<file path="config.mk">
export PLATFORM = sky130hd
export DESIGN_NAME = ultrasonic_ranger_obstacle_stop_flat
export DESIGN_NICKNAME = d
export VERILOG_FILES = /design/src/rtl/urs_pkg.sv /design/src/rtl/urs_in_if.sv /design/src/rtl/urs_out_if.sv /design/src/rtl/ultrasonic_ranger_obstacle_stop.sv /design/src/flat_wrapper.sv
export VERILOG_INCLUDE_DIRS = /design/src /design/src/rtl
export SDC_FILE = /design/constraint.sdc
export NUM_CORES = 1
export LEC_CHECK = 0
export BUFFER_PORTS_ARGS = -buffer_cell sky130_fd_sc_hd__buf_2
export CAP_MARGIN = 20
export CORE_ASPECT_RATIO = 0.6
export CORE_MARGIN = 8
export CORE_UTILIZATION = 45
export DETAILED_ROUTE_END_ITERATION = 7
export GPL_ROUTABILITY_DRIVEN = 0
export GPL_TIMING_DRIVEN = 1
export PLACE_DENSITY = 0.57
export SLEW_MARGIN = 5
export SYNTH_ARGS = -nofsm -noshare
export SYNTH_HDL_FRONTEND = slang
export SYNTH_SLANG_ARGS = --single-unit
</file>
<file path="constraint.sdc">
create_clock -name clk -period 27.2 [get_ports clk]
set_input_delay 5.44 -clock clk [delete_from_list [all_inputs] [get_ports clk]]
set_output_delay 5.44 -clock clk [all_outputs]
set_load 0.005 [all_outputs]
</file>
<file path="src/rtl/ultrasonic_ranger_obstacle_stop_assert.svh">
// ----------------------------------------------------------------------------
// ultrasonic ranger assertion macros
// immediate-free concurrent assertion wrappers, empty when SYNTH is defined
// ----------------------------------------------------------------------------
`ifndef ULTRASONIC_RANGER_OBSTACLE_STOP_ASSERT_SVH
`define ULTRASONIC_RANGER_OBSTACLE_STOP_ASSERT_SVH

`ifndef SYNTH
// same-cycle implication
`define URS_ASSERT_NOW(name, clk, rst_n, ante, cons) \
  name: assert property (@(posedge clk) disable iff (!rst_n) (ante) |-> (cons)) \
    else $error("urs assertion failed");
// next-cycle implication
`define URS_ASSERT_NEXT(name, clk, rst_n, ante, cons) \
  name: assert property (@(posedge clk) disable iff (!rst_n) (ante) |=> (cons)) \
    else $error("urs assertion failed");
`else
`define URS_ASSERT_NOW(name, clk, rst_n, ante, cons)
`define URS_ASSERT_NEXT(name, clk, rst_n, ante, cons)
`endif

`endif

</file>
<file path="src/rtl/urs_pkg.sv">
// ----------------------------------------------------------------------------
// urs_pkg
// shared types and constants of the ultrasonic ranger with obstacle stop
// ----------------------------------------------------------------------------
package urs_pkg;

  localparam int URS_COUNTER_BITS = 20;

  // field widths
  localparam int TIMEOUT_W   = 16;
  localparam int TRIGGER_W   = 8;
  localparam int GAP_W       = 20;
  localparam int SETTLE_W    = 20;
  localparam int THRESH_W    = 11;
  localparam int SPEED_W     = 8;
  localparam int CFG_DATA_W  = 20;
  localparam int CFG_INDEX_W = 3;
  localparam int STATUS_W    = 2;
  localparam int DIST_W      = 11;
  localparam int DIR_W       = 4;
  localparam int SUB_W       = 6;

  // register reset values
  localparam logic [TIMEOUT_W-1:0] TIMEOUT_RST = 16'd30000;
  localparam logic [TRIGGER_W-1:0] TRIGGER_RST = 8'd10;
  localparam logic [GAP_W-1:0]     GAP_RST     = 20'd60000;
  localparam logic [SETTLE_W-1:0]  SETTLE_RST  = 20'd100000;
  localparam logic [THRESH_W-1:0]  THRESH_RST  = 11'd20;
  localparam logic [SPEED_W-1:0]   SPEED_RST   = 8'd120;

  // ranging constants
  localparam logic [SUB_W-1:0]  CM_DIV         = 6'd58;
  localparam logic [DIST_W-1:0] CM_MAX         = 11'd2047;
  localparam logic [31:0]       LOW_LEAD_TICKS = 32'd2;
  localparam logic [DIR_W-1:0]  DIR_FORWARD    = 4'b1010;
  localparam logic [DIR_W-1:0]  DIR_STOP       = 4'b0000;

  // measure status codes
  localparam logic [STATUS_W-1:0] ST_NONE    = 2'd0;
  localparam logic [STATUS_W-1:0] ST_VALID   = 2'd1;
  localparam logic [STATUS_W-1:0] ST_TIMEOUT = 2'd2;

  typedef enum logic [CFG_INDEX_W-1:0] {
    CFG_TIMEOUT = 3'd0,
    CFG_TRIGGER = 3'd1,
    CFG_GAP     = 3'd2,
    CFG_SETTLE  = 3'd3,
    CFG_THRESH  = 3'd4,
    CFG_SPEED   = 3'd5
  } cfg_idx_t;

  typedef enum logic [5:0] {
    PH_SETTLE    = 6'b000001,
    PH_TRIG_LOW  = 6'b000010,
    PH_TRIG_HIGH = 6'b000100,
    PH_WAIT_RISE = 6'b001000,
    PH_TIME_HIGH = 6'b010000,
    PH_GAP       = 6'b100000
  } phase_t;

endpackage

</file>
<file path="src/rtl/urs_in_if.sv">
// ----------------------------------------------------------------------------
// urs_in_if
// tick item channel: one sampled echo level per item
// ----------------------------------------------------------------------------
interface urs_in_if;
  logic valid;
  logic ready;
  logic echo_level;

  modport source (output valid, output echo_level, input ready);
  modport sink   (input valid, input echo_level, output ready);
endinterface

</file>
<file path="src/rtl/urs_out_if.sv">
// ----------------------------------------------------------------------------
// urs_out_if
// result item channel: trigger level, measurement and motor drive per tick
// ----------------------------------------------------------------------------
interface urs_out_if;
  import urs_pkg::*;

  logic                valid;
  logic                ready;
  logic                trigger_level;
  logic [STATUS_W-1:0] measure_status;
  logic [DIST_W-1:0]   range_cm;
  logic                obstacle;
  logic [SPEED_W-1:0]  drive_duty;
  logic [DIR_W-1:0]    direction_bits;

  modport source (output valid, output trigger_level, output measure_status,
                  output range_cm, output obstacle, output drive_duty,
                  output direction_bits, input ready);
  modport sink   (input valid, input trigger_level, input measure_status,
                  input range_cm, input obstacle, input drive_duty,
                  input direction_bits, output ready);
endinterface

</file>
<file path="src/rtl/ultrasonic_ranger_obstacle_stop.sv">
// ----------------------------------------------------------------------------
// ultrasonic_ranger_obstacle_stop
// echo ranging controller that stops both motors when an obstacle is near
// ----------------------------------------------------------------------------
// usage
//   in_ch  : one item per microsecond tick, carrying the sampled echo level
//   out_ch : one result item per input item: trigger level for that tick,
//            measurement status and distance, obstacle flag, motor duty and
//            direction lines
//   cfg_*  : write-only register port (timeout, trigger width, gap, settle, threshold,
//            motor speed), written by the user while the block is idle; not enforced
// result timing and throughput
//   the result of an item is written into the output register at the edge
//   that accepts the item; one item per cycle is sustained while out_ch.ready
//   stays high, since the whole tick update is a short chain of phase compares
//   between the state registers and the result register
// reset
//   the block enters the settle phase with motors stopped and registers at
//   their default values; no result is pending
// stall
//   while a result waits and out_ch.ready is low, in_ch.ready drops and the
//   state holds; a taken result frees the slot in the same cycle
// ----------------------------------------------------------------------------
`include "ultrasonic_ranger_obstacle_stop_assert.svh"

module ultrasonic_ranger_obstacle_stop #(
  parameter int COUNTER_BITS = urs_pkg::URS_COUNTER_BITS
) (
  input  logic                            clk,
  input  logic                            rst_n,
  urs_in_if.sink                          in_ch,
  urs_out_if.source                       out_ch,
  input  logic                            cfg_we,
  input  logic [urs_pkg::CFG_INDEX_W-1:0] cfg_index,
  input  logic [urs_pkg::CFG_DATA_W-1:0]  cfg_data
);
  import urs_pkg::*;

  localparam logic [COUNTER_BITS-1:0] CNT_MAX = '1;

  // configuration registers
  logic [TIMEOUT_W-1:0] timeout_r;
  logic [TRIGGER_W-1:0] trigger_r;
  logic [GAP_W-1:0]     gap_r;
  logic [SETTLE_W-1:0]  settle_r;
  logic [THRESH_W-1:0]  thresh_r;
  logic [SPEED_W-1:0]   speed_r;

  // ranging state
  phase_t                  phase_r, phase_nxt;
  logic [COUNTER_BITS-1:0] ticks_r, ticks_nxt;
  logic [DIST_W-1:0]       cm_r, cm_nxt;
  logic [SUB_W-1:0]        sub_r, sub_nxt;
  logic                    running_r, running_nxt;
  logic                    obstacle_r, obstacle_nxt;

  // result register
  logic                out_valid_r;
  logic                trig_r, trig_nxt;
  logic [STATUS_W-1:0] status_r, status_nxt;
  logic [DIST_W-1:0]   dist_r, dist_nxt;
  logic                obs_out_r;
  logic [SPEED_W-1:0]  duty_r;
  logic [DIR_W-1:0]    dir_r;

  logic in_accept;

  // a new tick enters whenever the result slot is empty or being drained
  assign in_ch.ready = !out_valid_r || out_ch.ready;
  assign in_accept   = in_ch.valid && in_ch.ready;

  // phase length reached; lengths above the counter range act as its maximum
  function automatic logic reached(input logic [COUNTER_BITS-1:0] ticks,
                                   input logic [31:0] limit);
    return (32'(ticks) >= limit) || (ticks == CNT_MAX);
  endfunction

  // saturating tick count
  function automatic logic [COUNTER_BITS-1:0] bump(input logic [COUNTER_BITS-1:0] ticks);
    return (ticks == CNT_MAX) ? ticks : ticks + 1'b1;
  endfunction

  // one tick of the ranging cycle; a used-up phase hands over in the same tick
  always_comb begin
    logic             timed_out;
    logic [SUB_W-1:0] sub_inc;

    phase_nxt    = phase_r;
    ticks_nxt    = ticks_r;
    cm_nxt       = cm_r;
    sub_nxt      = sub_r;
    running_nxt  = running_r;
    obstacle_nxt = obstacle_r;
    trig_nxt     = 1'b0;
    status_nxt   = ST_NONE;
    dist_nxt     = '0;
    timed_out    = 1'b0;
    sub_inc      = '0;

    if (phase_nxt == PH_SETTLE) begin
      if (reached(ticks_nxt, 32'(settle_r))) begin
        phase_nxt = PH_TRIG_LOW;
        ticks_nxt = '0;
      end else begin
        ticks_nxt = bump(ticks_nxt);
      end
    end

    if (phase_nxt == PH_GAP) begin
      if (reached(ticks_nxt, 32'(gap_r))) begin
        phase_nxt = PH_TRIG_LOW;
        ticks_nxt = '0;
      end else begin
        ticks_nxt = bump(ticks_nxt);
      end
    end

    // trigger held low ahead of the pulse
    if (phase_nxt == PH_TRIG_LOW) begin
      if (32'(ticks_nxt) >= LOW_LEAD_TICKS) begin
        phase_nxt = PH_TRIG_HIGH;
        ticks_nxt = '0;
      end else begin
        ticks_nxt = bump(ticks_nxt);
      end
    end

    // trigger pulse; a zero width skips it
    if (phase_nxt == PH_TRIG_HIGH) begin
      if (32'(ticks_nxt) >= 32'(trigger_r)) begin
        phase_nxt = PH_WAIT_RISE;
        ticks_nxt = '0;
      end else begin
        trig_nxt  = 1'b1;
        ticks_nxt = bump(ticks_nxt);
      end
    end

    if (phase_nxt == PH_WAIT_RISE) begin
      if (in_ch.echo_level) begin
        phase_nxt = PH_TIME_HIGH;
        ticks_nxt = '0;
        cm_nxt    = '0;
        sub_nxt   = '0;
      end else if (reached(ticks_nxt, 32'(timeout_r))) begin
        timed_out = 1'b1;
      end else begin
        ticks_nxt = bump(ticks_nxt);
      end
    end

    // echo width: centimetres counted as ticks modulo 58, rising tick included
    if (phase_nxt == PH_TIME_HIGH) begin
      if (in_ch.echo_level) begin
        if (reached(ticks_nxt, 32'(timeout_r))) begin
          timed_out = 1'b1;
        end else begin
          ticks_nxt = bump(ticks_nxt);
          sub_inc   = sub_nxt + 1'b1;
          if (sub_inc >= CM_DIV) begin
            sub_nxt = '0;
            if (cm_nxt < CM_MAX) cm_nxt = cm_nxt + 1'b1;
          end else begin
            sub_nxt = sub_inc;
          end
        end
      end else begin
        // echo fell: decide on the measured distance
        status_nxt   = ST_VALID;
        dist_nxt     = cm_nxt;
        obstacle_nxt = (cm_nxt <= thresh_r);
        running_nxt  = !(cm_nxt <= thresh_r);
        phase_nxt    = PH_GAP;
        ticks_nxt    = '0;
      end
    end

    // no echo in time, or an echo held past the timeout: report it and keep driving forward
    if (timed_out) begin
      status_nxt   = ST_TIMEOUT;
      running_nxt  = 1'b1;
      obstacle_nxt = 1'b0;
      phase_nxt    = PH_GAP;
      ticks_nxt    = '0;
    end
  end

  // configuration writes
  always_ff @(posedge clk) begin
    if (!rst_n) begin
      timeout_r <= TIMEOUT_RST;
      trigger_r <= TRIGGER_RST;
      gap_r     <= GAP_RST;
      settle_r  <= SETTLE_RST;
      thresh_r  <= THRESH_RST;
      speed_r   <= SPEED_RST;
    end else if (cfg_we) begin
      unique case (cfg_index)
        CFG_TIMEOUT: timeout_r <= cfg_data[TIMEOUT_W-1:0];
        CFG_TRIGGER: trigger_r <= cfg_data[TRIGGER_W-1:0];
        CFG_GAP:     gap_r     <= cfg_data[GAP_W-1:0];
        CFG_SETTLE:  settle_r  <= cfg_data[SETTLE_W-1:0];
        CFG_THRESH:  thresh_r  <= cfg_data[THRESH_W-1:0];
        CFG_SPEED:   speed_r   <= cfg_data[SPEED_W-1:0];
        default: ;
      endcase
    end
  end

  // ranging state and result valid
  always_ff @(posedge clk) begin
    if (!rst_n) begin
      phase_r     <= PH_SETTLE;
      ticks_r     <= '0;
      cm_r        <= '0;
      sub_r       <= '0;
      running_r   <= 1'b0;
      obstacle_r  <= 1'b0;
      out_valid_r <= 1'b0;
    end else begin
      if (in_accept) begin
        phase_r    <= phase_nxt;
        ticks_r    <= ticks_nxt;
        cm_r       <= cm_nxt;
        sub_r      <= sub_nxt;
        running_r  <= running_nxt;
        obstacle_r <= obstacle_nxt;
      end
      if (in_accept)         out_valid_r <= 1'b1;
      else if (out_ch.ready) out_valid_r <= 1'b0;
    end
  end

  // result payload
  always_ff @(posedge clk) begin
    if (in_accept) begin
      trig_r    <= trig_nxt;
      status_r  <= status_nxt;
      dist_r    <= dist_nxt;
      obs_out_r <= obstacle_nxt;
      duty_r    <= running_nxt ? speed_r : '0;
      dir_r     <= running_nxt ? DIR_FORWARD : DIR_STOP;
    end
  end

  assign out_ch.valid          = out_valid_r;
  assign out_ch.trigger_level  = trig_r;
  assign out_ch.measure_status = status_r;
  assign out_ch.range_cm       = dist_r;
  assign out_ch.obstacle       = obs_out_r;
  assign out_ch.drive_duty     = duty_r;
  assign out_ch.direction_bits = dir_r;

  // remainder counter never reaches the divisor
  `URS_ASSERT_NOW(a_sub_below_div, clk, rst_n, 1'b1, sub_r < CM_DIV)
  // echo falling while timing always closes the measurement into the gap
  `URS_ASSERT_NEXT(a_fall_to_gap, clk, rst_n,
                   in_accept && (phase_r == PH_TIME_HIGH) && !in_ch.echo_level,
                   (phase_r == PH_GAP) && (status_r == ST_VALID))
  // a result flagging an obstacle never drives the motors
  `URS_ASSERT_NOW(a_obstacle_stops, clk, rst_n, out_valid_r && obs_out_r,
                  (dir_r == DIR_STOP) && (duty_r == '0))
  // a timeout never reports an obstacle and keeps driving forward
  `URS_ASSERT_NOW(a_timeout_runs, clk, rst_n,
                  out_valid_r && (status_r == ST_TIMEOUT),
                  !obs_out_r && (dir_r == DIR_FORWARD))

endmodule

</file>
<file path="src/flat_wrapper.sv">
// flat-port wrapper written by rule: the top's interface ports become plain ports
module ultrasonic_ranger_obstacle_stop_flat import urs_pkg::*;
#(
  parameter int COUNTER_BITS = urs_pkg::URS_COUNTER_BITS
)
  (clk, rst_n, cfg_we, cfg_index, cfg_data, in_ch_valid, in_ch_echo_level, in_ch_ready, out_ch_valid, out_ch_trigger_level, out_ch_measure_status, out_ch_range_cm, out_ch_obstacle, out_ch_drive_duty, out_ch_direction_bits, out_ch_ready);
  urs_in_if in_ch_i ();
  urs_out_if out_ch_i ();
  input  logic clk;
  input  logic rst_n;
  input  logic cfg_we;
  input  logic [urs_pkg::CFG_INDEX_W-1:0] cfg_index;
  input  logic [urs_pkg::CFG_DATA_W-1:0] cfg_data;
  input wire logic [$bits(in_ch_i.valid)-1:0] in_ch_valid;
  input wire logic [$bits(in_ch_i.echo_level)-1:0] in_ch_echo_level;
  output wire logic [$bits(in_ch_i.ready)-1:0] in_ch_ready;
  output wire logic [$bits(out_ch_i.valid)-1:0] out_ch_valid;
  output wire logic [$bits(out_ch_i.trigger_level)-1:0] out_ch_trigger_level;
  output wire logic [$bits(out_ch_i.measure_status)-1:0] out_ch_measure_status;
  output wire logic [$bits(out_ch_i.range_cm)-1:0] out_ch_range_cm;
  output wire logic [$bits(out_ch_i.obstacle)-1:0] out_ch_obstacle;
  output wire logic [$bits(out_ch_i.drive_duty)-1:0] out_ch_drive_duty;
  output wire logic [$bits(out_ch_i.direction_bits)-1:0] out_ch_direction_bits;
  input wire logic [$bits(out_ch_i.ready)-1:0] out_ch_ready;
  assign in_ch_i.valid = in_ch_valid;
  assign in_ch_i.echo_level = in_ch_echo_level;
  assign in_ch_ready = in_ch_i.ready;
  assign out_ch_valid = out_ch_i.valid;
  assign out_ch_trigger_level = out_ch_i.trigger_level;
  assign out_ch_measure_status = out_ch_i.measure_status;
  assign out_ch_range_cm = out_ch_i.range_cm;
  assign out_ch_obstacle = out_ch_i.obstacle;
  assign out_ch_drive_duty = out_ch_i.drive_duty;
  assign out_ch_direction_bits = out_ch_i.direction_bits;
  assign out_ch_i.ready = out_ch_ready;
  ultrasonic_ranger_obstacle_stop #(.COUNTER_BITS(COUNTER_BITS)) u_core (.clk(clk), .rst_n(rst_n), .in_ch(in_ch_i), .out_ch(out_ch_i), .cfg_we(cfg_we), .cfg_index(cfg_index), .cfg_data(cfg_data));
endmodule
</file>
# [Yosys cells after proc, flatten, opt, wreduce, memory -nomap -nowiden]
# Cells that the tools add are included.
[word_totals] regBits=156 out_inout_bits=29 word_cells=138
[classes] n_eq_ne=17 mux=65 bitwise=1 order_cmp=9 reduce_logical=18 n_addsub=8
[op_table] op="$mux W20" count=21
[op_table] op="$add A20 B1 Y20 const B" count=6
[op_table] op="$eq A20 B20 Y1 const B" count=6
[op_table] op="$mux W6" count=19
[op_table] op="$mux W11" count=7
[op_table] op="$ge A20 B16 Y1" count=2
[op_table] op="$ge A20 B20 Y1" count=2
[op_table] op="$ge A20 B2 Y1 const B" count=1
[op_table] op="$ge A20 B8 Y1" count=1
[op_table] op="$mux W1" count=16
[op_table] op="$reduce_and A2 Y1" count=6
[op_table] op="$add A11 B1 Y11 const B" count=1
[op_table] op="$le A11 B11 Y1" count=1
[op_table] op="$lt A11 B11 Y1 const B" count=1
[op_table] op="$add A6 B1 Y6 const B" count=1
[op_table] op="$eq A3 B2 Y1 const B" count=2
[op_table] op="$eq A3 B3 Y1 const B" count=2
[op_table] op="$eq A6 B1 Y1 const B" count=1
[op_table] op="$eq A6 B2 Y1 const B" count=1
[op_table] op="$eq A6 B3 Y1 const B" count=1
[op_table] op="$eq A6 B4 Y1 const B" count=1
[op_table] op="$eq A6 B5 Y1 const B" count=1
[op_table] op="$eq A6 B6 Y1 const B" count=1
[op_table] op="$ge A6 B6 Y1 const B" count=1
[op_table] op="10 further kinds" count=16

# [Longest topological paths before layout]
[depth] depth_word=28 depth_mapped=80 ltp_nobuf=74

# [Worst setup path before layout]
# No wires, ideal clock.
[synth_timing] path_type="register to register" startpoint="register u_core.ticks_r[6]" endpoint="register u_core.cm_r[8]" path_slack_ns=11.441 required_time_ns=27.130 path_buffers=8 stages_incl_launch_ff=78 arrival_ns=15.689 cell_sequence="dfxtp_1 -> buf_2 -> nand4_1 -> or3_1 -> or4_1 -> and4_1 -> clkbuf_1 -> nor2_1 -> clkbuf_1 -> buf_2 -> buf_1 -> nor2_1 -> ha_1 -> a21o_1 -> a2111oi_0 -> o31a_1 -> nor3b_1 -> or2_2 -> [... 42 more ...] -> a21o_1 -> a21o_1 -> a21o_1 -> a21o_1 -> a21o_1 -> a21o_1 -> a21o_1 -> a21oi_1 -> o21ai_0 -> nor4_1 -> o221ai_1 -> or3_1 -> buf_2 -> and3b_1 -> buf_4 -> nand3_2 -> or4b_1 -> a21boi_1"
[synth_between] elab_chain_cells=26 elab_cells_between_ends=63 classes_between="add/sub: 7; order compare: 8; eq/ne: 11; mux: 33; reduce/logical: 4"
[synth_lines] item="start: declaration" line="ultrasonic_ranger_obstacle_stop.sv:51" source="logic [COUNTER_BITS-1:0] ticks_r, ticks_nxt;"
[synth_lines] item="start signal: assignment" line="ultrasonic_ranger_obstacle_stop.sv:223" source="ticks_r <= ticks_nxt;"
[synth_lines] item="$add A20 B1 Y20 (tied with other cells)" line="ultrasonic_ranger_obstacle_stop.sv:80" source="return (ticks == CNT_MAX) ? ticks : ticks + 1'b1;"
[synth_lines] item="$mux W20 / $logic_or A1 B1 Y1 (equally long branches)" line="ultrasonic_ranger_obstacle_stop.sv:80, ultrasonic_ranger_obstacle_stop.sv:75"
[synth_lines] item="$mux W20" line="ultrasonic_ranger_obstacle_stop.sv:101" source="if (reached(ticks_nxt, 32'(settle_r))) begin"
[synth_lines] item="$mux W20" line="ultrasonic_ranger_obstacle_stop.sv:100" source="if (phase_nxt == PH_SETTLE) begin"
[synth_lines] item="$add A20 B1 Y20 (tied with other cells)" line="ultrasonic_ranger_obstacle_stop.sv:80"
[synth_lines] item="$mux W20 / $logic_or A1 B1 Y1 (equally long branches)" line="ultrasonic_ranger_obstacle_stop.sv:80, ultrasonic_ranger_obstacle_stop.sv:75"
[synth_lines] item="$mux W20" line="ultrasonic_ranger_obstacle_stop.sv:110" source="if (reached(ticks_nxt, 32'(gap_r))) begin"
[synth_lines] item="$mux W20" line="ultrasonic_ranger_obstacle_stop.sv:109" source="if (phase_nxt == PH_GAP) begin"
[synth_lines] item="[... 10 more ...]"
[synth_lines] item="$mux W20" line="ultrasonic_ranger_obstacle_stop.sv:145" source="end else if (reached(ticks_nxt, 32'(timeout_r))) begin"
[synth_lines] item="$mux W20" line="ultrasonic_ranger_obstacle_stop.sv:140" source="if (in_ch.echo_level) begin"
[synth_lines] item="$mux W20" line="ultrasonic_ranger_obstacle_stop.sv:139" source="if (phase_nxt == PH_WAIT_RISE) begin"
[synth_lines] item="$ge A20 B16 Y1 / $eq A20 B20 Y1 (equally long branches)" line="ultrasonic_ranger_obstacle_stop.sv:75" source="return (32'(ticks) >= limit) || (ticks == CNT_MAX);"
[synth_lines] item="$logic_or A1 B1 Y1" line="ultrasonic_ranger_obstacle_stop.sv:75"
[synth_lines] item="$mux W11" line="ultrasonic_ranger_obstacle_stop.sv:155" source="if (reached(ticks_nxt, 32'(timeout_r))) begin"
[synth_lines] item="$mux W11" line="ultrasonic_ranger_obstacle_stop.sv:154" source="if (in_ch.echo_level) begin"
[synth_lines] item="$mux W11 *" line="ultrasonic_ranger_obstacle_stop.sv:153" source="if (phase_nxt == PH_TIME_HIGH) begin"
[synth_lines] item="end signal: assignment" line="ultrasonic_ranger_obstacle_stop.sv:224" source="cm_r <= cm_nxt;"
[synth_lines] item="end: declaration" line="ultrasonic_ranger_obstacle_stop.sv:52" source="logic [DIST_W-1:0] cm_r, cm_nxt;"
# Mark *: on every way between the ends. The rest lies on a longest branch, timed or not.
# A chain may end at the register's enable or synchronous reset.

# [Worst setup path in the final report]
[layout_timing] startpoint="register u_core.ticks_r[1]" endpoint="register u_core.cm_r[8]"
# The elaborated chain is that of the path after synthesis.

==> flow_summary_export.csv <==
group,metric,value,unit
drt,wl_per_cell,23.0,um
critical_path,rrSetupSlack,8420,ps
sta,finalHoldViolCount,0,
sta,unrepaired_setup_endpoints_after_global_routing,"false",
critical_path,critical_path.endpoint_type,"flop",
sta,fin_worst_skew,14.2,ps
yosys,ys_top_cells_by_count,"270 x sky130_fd_sc_hd__nand2_1, 129 x sky130_fd_sc_hd__dfxtp_1, 113 x sky130_fd_sc_hd__nor2_1",
sta,setup-tns-final,0,ps
clock_tree,clock_tree_from_tritoncts,"built",
clock_tree,clk_pin_slew_worst_paths,80,ps
floorplanning,width_of_the_die,237,um
power,switching_share,28.7,%
layout,num-fill-cells,2902,
power,pwr-share-clk,45.2,%
yosys,synthDominantAreaCellType,"sky130_fd_sc_hd__dfxtp_1",
critical_path,worstPathMaxFanout,30,
global_route,grt_pass1_wl,74700,um
yosys,synth_top_flop_cell,"sky130_fd_sc_hd__dfxtp_1",
critical_path,worst_path_largest_cell_delay,730,ps
critical_path,cp.arrival,19160,ps
yosys,synth_area_leaders,"sky130_fd_sc_hd__dfxtp_1 20%, sky130_fd_sc_hd__ha_1 9.6%, sky130_fd_sc_hd__nand2_1 7.7%, sky130_fd_sc_hd__edfxtp_1 5.5%, sky130_fd_sc_hd__a21boi_0 4.0%",
yosys,syn-instance-count,1734,
critical_path,critical-path-top-cell-by-count,"sky130_fd_sc_hd__a21o_1",
global_route,globalRouteTotalUtil,27.2,%
clock_tree,cts.root.buffer_cell,"sky130_fd_sc_hd__clkbuf_16",
sta,final-max-slew-violation-count,0,
sta,finalWorstPathRequiredPeriod,18780,ps
placed_design,port-buffer-count,55,
sta,final-setup-viol-count,0,
clock_tree,ctsResizeCount,0,
yosys,synth-edff-count,24,
clock_tree,cts_post_setup_buffers_inserted,0,
drt,route.final.wire_length,49000,um
clock_tree,cts_htree_levels,4,
floorplanning,die_area,35300,um2
global_route,grt_overflow,0,
floorplanning,die_y,149,um
run_status,outcome,"finished clean",
global_route,via_count_of_the_first_global_routing_pass,12200,
floorplanning,floorplan.io_pins,58,
critical_path,cp_data_required_time,27580,ps
drt,drt_pass1_iterations,6,
power,pwr_density_cell,36.7,nW/um2
drt,dr.first_iter.drc_count,1640,
sta,worst-slew-pin-transition,1100,ps
global_route,grt_start_max_net_pins,90,
sta,max_slew_margin,25.8,%
yosys,synth_largest_type_area_fraction,19.6,%
sta,max_clock_freq,0.0532,GHz
drt,final_antenna_net_count,0,
yosys,ys_seq_elements,153,
critical_path,worst_setup_path_start,"u_core.ticks_r[1]",
critical_path,worstSetupPathType,"flop to flop",
layout,design.final.nets,1874,
hold_path,holdCritPathClass,"flop to flop",
power,internal_power,0.000374,W
yosys,netlist_area,13200,um2
layout,post_route_cells_drive_above_1_share,9.68,%
yosys,post-synth-top-count-cell,"sky130_fd_sc_hd__nand2_1",
placed_design,detailed_place_hpwl,38300,um
critical_path,launch_point_of_the_worst_reg_to_reg_path,"u_core.ticks_r[1]",
hold_path,hold_start,"u_core.speed_r[1]",
power,peakVddDrop,0.0000432,V
sta,layout_worst_path_cycle_share,69.1,%
clock_tree,tritoncts.num_buffers,17,
clock_tree,cts_hold_buf,0,
power,share_seq_of_total_power,45.3,%
layout,register_area,3300,um2
run,max_cap_viol_count,0,
layout,number_of_diodes,0,
floorplanning,placementRows,48,
power,leakage,5.68,nW
floorplanning,placeableCoreArea,28800,um2
global_route,number_of_antenna_violations_at_the_first_check_in_global_routing,0,
clock_tree,cts.sink_count,153,
drt,route.vias.total,13500,
drt,detail_route.drc_violations,0,
yosys,synth-warning-count,0,
layout,multiInputGateArea,9140,um2
power,power.combinational.fraction,9.5,%
yosys,async_reset_ff_share,0,%
layout,syn_to_final_growth,8.18,%
critical_path,worst_setup_path_start_kind,"flop",
layout,final_core_utilization,49.6,%
floorplanning,initial_standard_cell_utilization_of_the_core,45.8,%
drt,drt-vias-per-instance,6.34,
yosys,syn-mean-instance-area,7.62,um2
yosys,synth_sequential_area_ratio,25.0,%
power,power_switching,0.000151,W
yosys,yosysUniqueCellTypes,104,
clock_tree,clk-insertion-delay-late,450,ps
critical_path,critical-path-slowest-cell,"sky130_fd_sc_hd__a31oi_2",
clock_tree,cts-root-to-sink-buffers,2,
-- state kept, by name, indices dropped and copies added, names as in the netlist, 11 cells and up --
signal and cells:
u_core.gap_r 20, u_core.timeout_r 16, u_core.settle_r 20, u_core.out_ch.range_cm 11
u_core.thresh_r 11, u_core.ticks_r 20, u_core.cm_r 11
-- layout by cell type (no fill, tap or decap), drive strengths merged, types with 27 or more instances in the layout --
master,n
o21ai,77
nand2,270
a21boi,74
nor4,43
a21o,27
nand3,70
inv,115
nor3,56
nor2,115
o211ai,42
and2,49
dfxtp,129
xnor2,35
nand4,36
buf,71
ha,101
a21oi,62
-- power groups by stage --
stage	combinational, W	sequential, W	clock, W
finish	0.0000501	0.000238	0.000237
global route	0.0000555	0.000238	0.000249
CTS	0.0000495	0.000238	0.000240
detailed placement	0.0000491	0.000243	0
global placement	0.0000487	0.000243	0
floorplan	0.0000308	0.000242	0
-- per-stage QoR --
step           hold WS, ps  cells  area (um2)  total power, W  setup WS (ps)
6_report               462   2132       14300        0.000525           8420
5_1_grt                483   2132       14300        0.000543           7090
4_1_cts                466   2131       14300        0.000527           8830
3_5_place_dp           452   2099       13700        0.000292           8940
3_3_place_gp           449   2099       13700        0.000291           9590
2_1_floorplan          432   1735       13200        0.000273          11440
-- worst max-delay path: cells and delay by family, from the launching register on --
family | cells | cell delay, ps
multiplexers | 1 | 450
flip-flops | 1 | 640
AO/OA/AOI/OAI | 35 | 7860
buffers and inverters | 2 | 460
AND/OR/NAND/NOR | 25 | 7280
adder cells (fa/ha/maj) | 6 | 2000
-- cell type report --
cell class | instances | area share (%)
tap | 375 | 3.28
sequential | 153 | 23.1
clock buffer | 17 | 2.98
clock inverter | 15 | 1.06
inverter | 107 | 2.81
timing repair buffer | 71 | 2.77
multi-input combinational | 1394 | 64.0
-- kinds of logic after synthesis --
| kind of cell | after synthesis | share of synthesized area, % |
|---|---|---|
| multiplexers | 12 | 1.01 |
| adder cells (fa/ha/maj) | 101 | 9.57 |
| buffers and inverters | 188 | 5.88 |
| AO/OA/AOI/OAI | 422 | 23.0 |
| flip-flops | 153 | 25.0 |
| other | 1 | 0.0284 |
| AND/OR/NAND/NOR | 799 | 31.7 |
| XOR/XNOR | 58 | 3.85 |
-- final timing paths --
path	to	depth (start not counted)
worst min-delay path	u_core.speed_r[1]	2
worst min register to register	u_core.speed_r[1]	2
worst max register to register	u_core.cm_r[8]	69
worst max-delay path	u_core.cm_r[8]	69
-- metal layers --
| layer | part of all wire [%] | routed length (um) | track usage (%) |
|---|---|---|---|
| met1 | 49 | 23800 | 42.1 |
| met2 | 37 | 18000 | 34.6 |
| met3 | 14 | 6740 | 10.3 |
| met4 | 0.95 | 465 | 4.28 |
| met5 | 0 | 0 | 0 |
No activity file was read; power rests on OpenSTA's default activity.
